[config.mk]
export PLATFORM = sky130hd
export DESIGN_NAME = sftt_cell
export DESIGN_NICKNAME = d
export VERILOG_FILES = /design/src/rtl/assert_macros.svh /design/src/rtl/sftt_pkg.sv /design/src/rtl/sftt_cell.sv
export SDC_FILE = /design/constraint.sdc
export NUM_CORES = 1
export LEC_CHECK = 0
export BUFFER_PORTS_ARGS = -buffer_cell sky130_fd_sc_hd__clkbuf_2
export CAP_MARGIN = 20
export CORE_AREA = 2 2 167 169
export CTS_BUF_LIST = sky130_fd_sc_hd__clkbuf_4
export DETAILED_ROUTE_END_ITERATION = 8
export DIE_AREA = 0 0 169 171
export PLACE_DENSITY = 0.54
export SYNTH_ARGS = -nofsm -noshare
export SYNTH_HDL_FRONTEND = slang
export SYNTH_SLANG_ARGS = --single-unit
[constraint.sdc]
create_clock -name clk -period 6.09 [get_ports clk]
set_input_delay 0.3045 -clock clk [delete_from_list [all_inputs] [get_ports clk]]
set_output_delay 0.3045 -clock clk [all_outputs]
set_load 0.005 [all_outputs]
[src/rtl/assert_macros.svh]
// ----------------------------------------------------------------------------
// Assertion macros
// Shared concurrent assertion helpers for the frame time table RTL.
// ----------------------------------------------------------------------------
`ifndef ASSERT_MACROS_SVH
`define ASSERT_MACROS_SVH
`ifndef SYNTHESIS
`define ASSERT_CLK(label, clk, rst_n, prop) \
	label: assert property (@(posedge clk) disable iff (!rst_n) prop) \
	else $error("assertion failed");
`define ASSERT_NEVER(label, clk, rst_n, expr) \
	label: assert property (@(posedge clk) disable iff (!rst_n) !(expr)) \
	else $error("assertion failed");
`else
`define ASSERT_CLK(label, clk, rst_n, prop)
`define ASSERT_NEVER(label, clk, rst_n, expr)
`endif
`endif

[src/rtl/sftt_pkg.sv]
// ----------------------------------------------------------------------------
// sftt_pkg
// Types and constants shared by the sorted frame time table.
// ----------------------------------------------------------------------------
package sftt_pkg;
	localparam int unsigned TableDepth = 64;
	localparam int unsigned IdxW = $clog2(TableDepth);
	localparam int unsigned CntW = $clog2(TableDepth + 1);

	localparam logic [2:0] CMD_INSERT = 3'd0;
	localparam logic [2:0] CMD_REMOVE = 3'd1;
	localparam logic [2:0] CMD_LOOKUP = 3'd2;
	localparam logic [2:0] CMD_EVICT  = 3'd3;
	localparam logic [2:0] CMD_CLEAR  = 3'd4;
	localparam logic [2:0] CMD_SPANS  = 3'd5;

	localparam logic [1:0] ST_OK    = 2'd0;
	localparam logic [1:0] ST_FULL  = 2'd1;
	localparam logic [1:0] ST_EMPTY = 2'd2;

	localparam logic [1:0] REG_BEHIND = 2'd0;
	localparam logic [1:0] REG_AHEAD  = 2'd1;
	localparam logic [1:0] REG_TOL    = 2'd2;

	localparam logic [29:0] BytesMax = '1;

	typedef struct packed {
		logic [32:0] tm;
		logic [23:0] len;
		logic        key;
		logic [23:0] size;
	} frame_t;

	// drop rule applied by the bench table model while compacting
	typedef enum logic [1:0] {
		DROP_RANGE = 2'd0,
		DROP_BELOW = 2'd1,
		DROP_ABOVE = 2'd2,
		DROP_NONE  = 2'd3
	} drop_mode_t;

	// per-cycle chain control from the sequencer
	typedef struct packed {
		logic        shift_in;  // insert: cells after pos take left neighbor
		logic        load;      // insert: write new frame at pos
		logic [IdxW-1:0] pos;
		logic        rotate;    // walk: entry 0 to the tail, rest shift left
	} chain_ctl_t;
endpackage

[src/rtl/sftt_cell.sv]
// ----------------------------------------------------------------------------
// sftt_cell
// One table slot: holds a frame and hands it to a neighbor on command.
// ----------------------------------------------------------------------------
module sftt_cell (
	input  logic                 clk,
	input  logic [sftt_pkg::IdxW-1:0] my_idx,
	input  sftt_pkg::chain_ctl_t ctl,
	input  sftt_pkg::frame_t     new_frame,
	input  sftt_pkg::frame_t     left_frame,
	input  sftt_pkg::frame_t     right_frame,
	input  sftt_pkg::frame_t     tail_frame,
	input  logic                 is_tail,
	output sftt_pkg::frame_t     frame
);
	import sftt_pkg::*;

	frame_t frame_q;
	assign frame = frame_q;

	// load, shift right for insert, or rotate left for a walk
	always_ff @(posedge clk) begin
		if (ctl.load && my_idx == ctl.pos) begin
			frame_q <= new_frame;
		end else if (ctl.shift_in && my_idx > ctl.pos) begin
			frame_q <= left_frame;
		end else if (ctl.rotate) begin
			frame_q <= is_tail ? tail_frame : right_frame;
		end
	end
endmodule

# After elaboration in Yosys (flattened, before gate mapping)

Index checks and enable logic that the tools add are counted.

Shifts and indexed selects: 0
Equal/unequal tests: 1
Divide/modulo/power cells: 0
Reductions and logical operators: 3
Order comparisons: 1
Bitwise gates (word level): 0
$add $sub $neg: 0
$mul: 0
Muxes and demuxes: 4

Operator list:

| cell                          | number |
|---|---|
| two-way mux 82 bit            | 4 |
| == test 6 bit                 | 1 |
| greater-than comparator 6 bit | 1 |
| nonzero test 3 bit            | 1 |
| logical AND 1 bit             | 2 |

Memory bits (read-only): 0
Bits in latches: 0
Output and inout bits: 82
RAM bits: 0
Bits in registers: 82
Bits of input ports: 345
Memories: 0

# Longest topological paths before layout

Word-level depth: 4
Mapped depth: 9
Gate-level depth less buffers: 7

# Least setup slack after synthesis

No wires, ideal clock.

Path type: input port to flip-flop
Start point: in ctl[4] (netlist bit)
End point: reg frame_q (netlist bit frame[0]) (enable)
Setup slack: 2.721 ns
Required time: 5.646 ns
Arrival: 2.925 ns
Library setup time: 0.444 ns
Stages on the path: 6
Path buffers: 0
Path through: inv_1 ha_1 and4_4 a21boi_1 o31a_1 or3_1

Cells in the longest elaborated chain, start to end: 3
Elaborated cells on any way between the ends: 5

RTL lines:

| what                                                                  | RTL line                         | RTL |
|---|---|---|
| start, declared                                                       | sftt_cell.sv:8                   | `input sftt_pkg::chain_ctl_t ctl,` |
| greater-than comparator 6 bit / == test 6 bit (equally long branches) | sftt_cell.sv:25, sftt_cell.sv:23 |  |
| logical AND 1 bit (on tied branches)                                  | sftt_cell.sv:25, sftt_cell.sv:23 |  |
| nonzero test 3 bit (no source line) (*)                               | n/a                              |  |
| end signal, assigned                                                  | sftt_cell.sv:24                  | `frame_q <= new_frame;` |
| end signal, assigned                                                  | sftt_cell.sv:26                  | `frame_q <= left_frame;` |
| end signal, assigned                                                  | sftt_cell.sv:28                  | `frame_q <= is_tail ? tail_frame : right_frame;` |
| end, declared                                                         | sftt_cell.sv:18                  | `frame_t frame_q;` |

Mark *: on every way between the ends. The rest lies on a longest branch, timed or not.
A chain may end at the register's enable or synchronous reset.

# Final worst setup path

Start point: in ctl[6] (netlist bit)
End point: reg frame_q (netlist bit frame[44]) (enable)

Same word-level chain as after synthesis.

==> results.yml <==
status:
  outcome: "completed"
critical_path:
  crit_path_end_kind: "flip-flop"
  critPathSlowestCell: "buf_4"
  slowest_delay_ns: 0.57
  critPathRequiredTime_ns: 6.17
  path_delay_family: "buffers and inverters"
  critPathLaunchType: "input pin"
  critical_path_depth: 8
  arrival_ns: 2.49
  crit_buf_inv: 3
  worstPathCellList: "clkbuf_2, inv_1, ha_1, and4_4, a21boi_1, o31a_1, or3_4, buf_4"
  cp_max_fo: 43
  crit_start: "ctl[6]"
  crit_type: "in2reg"
global_routing:
  overflow: 0
  grt_antenna_before_repair: 1
  grt_usage: 0.1187
  grt_pass1_wl_mm: 25.83
  grt_max_degree: 87
  grt_pass1_vias: 4684
synthesis:
  synthArstFlopShare: 0
  synth_top_area_cell: "edfxtp_1"
  ys_seq_elements: 82
  synthCells: 399
  netlist_area_um2: 4753
  yosysTopAreaCellShare: 0.5180
  yosys_warnings: 0
  yosys-top-cells-area: "edfxtp_1 (52%), mux2i_1 (17%), a31oi_1 (11%)"
  synth.distinct_cells: 24
  synth_nets: 750
  syn_area_per_cell_um2: 11.91
  ys.flop_type: "edfxtp_1"
  synth_edf_count: 82
  synth-seq-area-share: 0.5180
final_layout:
  fillCellCount: 2946
  layout-drive-gt1-share: 0.5611
  multi_input_area_um2: 2046
  areaGrowthSynthToFinish_pct: 53.20
  regArea_um2: 2462
  largest_reg_flops: 82
  final_core_util: 0.2665
  fin_nets: 1148
pwr:
  power_frac_comb: 0.281
  seqPwrFrac: 0.502
  p_int_uw: 1080
  p_clk_frac: 0.218
  vdd_drop_max_mv: 0.09489
  power_density_nw_per_um2: 210.8
  leakage_uw: 0.003526
  p_total_uw: 1535
  switching_share: 0.2963
  switchingPower_uw: 454.7
cts:
  cts.clk_slew.worst_paths_ns: 0.16
  cts_tree: "yes"
  holdBufCountCts: 0
  cts_num_sinks: 82
  root_buffer: "clkbuf_4"
  cts-resized-gates: 0
  post-cts-setup-buffers: 0
  cts-buffers-inserted: 9
  cts.path.max_buffers: 2
  h-tree-depth: 3
sta:
  layout_min_cycle_time_ns: 2.408
  relSlewSlack: 0.4142
  post-route-period-util: 0.3954
  setup_viol: 0
  slew_violations: 0
  tns_ns: 0
  finalWorstSetupSlack_ns: 3.682
  rsz0062_at_grt: "no"
  worst_pin_slew_ns: 0.8787
  final_hold_viol_count: 0
  fmax_ghz: 0.4153
routing:
  drtPass1Iterations: 4
  route.detailed.drc: 0
  wl_per_cell_um: 16.22
  vias: 4986
  final_antenna_net_count: 0
  vias_per_cell: 4.339
  drt-initial-drc-count: 207
  wl_mm: 18.64
worst_hold_path:
  hold_path_class: "in2reg"
  min_path_cells: 3
  min-delay-start: "new_frame[23]"
floorplan:
  die_x_um: 169
  ios: 427
  start_util: 0.1740
  die_area_um2: 28900
  row_count: 61
  die_y_um: 171
  coreArea_um2: 27320
flow_run:
  max_cap_violations: 0
place:
  numPortBuffers: 426
  gp_congestion: 0.8202
  dp_hpwl_mm: 14.82
  place_ws_ns: 3.159
synthesized netlist by cell type, types with 6 or more instances:
library cell / n
ha_1: 6
clkbuf_1: 25
buf_6: 9
inv_1: 6
mux2i_1: 82
edfxtp_1: 82
o22ai_1: 82
a31oi_1: 82
buf_2: 10
power by group through the flow:
stage	combinational, uW	sequential, uW	clock, uW
after global placement	439	782	0
final	431	770	334
after floorplan	166	796	0
after CTS	440	773	366
after detailed placement	439	785	0
after global routing	474	781	385
cells by family after synthesis:
kind of cell / Yosys count / synth area share
compound gates: 170 / 0.2261
mux: 82 / 0.1727
flops: 82 / 0.5180
buf+inv: 51 / 0.05712
simple gates: 8 / 0.01027
fa+ha+maj: 6 / 0.01579
final timing paths:
| kind | to | slack, ns |
|---|---|---|
| setup / recovery | frame[44] | 3.68 |
| hold / removal | frame[23] | 0.22 |
stage by stage:
step                      std cells  instance area [um^2]  hold slack (ns)
final                          1149                  7282           0.2225
after global routing           1149                  7282           0.1617
after CTS                      1148                  7279           0.1556
after detailed placement       1132                  7143           0.6859
after global placement         1132                  7143           0.6745
after floorplan                 399                  4753           0.5713
cells in the final DEF, fill, tap and decap left out, types with 2 or more instances in the layout:
cell type,Yosys,routed
a31oi_1,82,82
buf_4,0,7
clkbuf_2,0,425
clkbuf_4,0,9
clkinv_1,0,2
clkinvlp_4,0,3
edfxtp_1,82,82
ha_1,6,6
inv_1,6,6
mux2i_1,82,82
o22ai_1,82,82
per-layer routing:
layer  vias to the layer above  wire length (um)  global-route usage  part of all wire
li1                       2477                 -                   -                 -
met1                      2238              7846              0.1428              0.42
met2                       256              9280              0.2094              0.50
met3                        15              1226             0.02799             0.066
met4                         0               281             0.03790             0.015
met5                         -                 0                   0                 0
cell type report:
| type | count | share of cell area |
|---|---|---|
| flip-flops and latches | 82 | 0.3381 |
| repair buffers | 432 | 0.2993 |
| multi-input cells | 266 | 0.2809 |
| well taps | 346 | 0.05945 |
| clock inverters | 7 | 0.009450 |
| clock buffers | 9 | 0.009278 |
| inverters | 6 | 0.003093 |
| diodes | 1 | 0.0003436 |
tightest hold or removal path, stage by stage:
cell	delay [ns]
clkbuf_2	0.08
o22ai_1	0.05
a31oi_1	0.13
No activity file was read; power rests on OpenSTA's default activity.
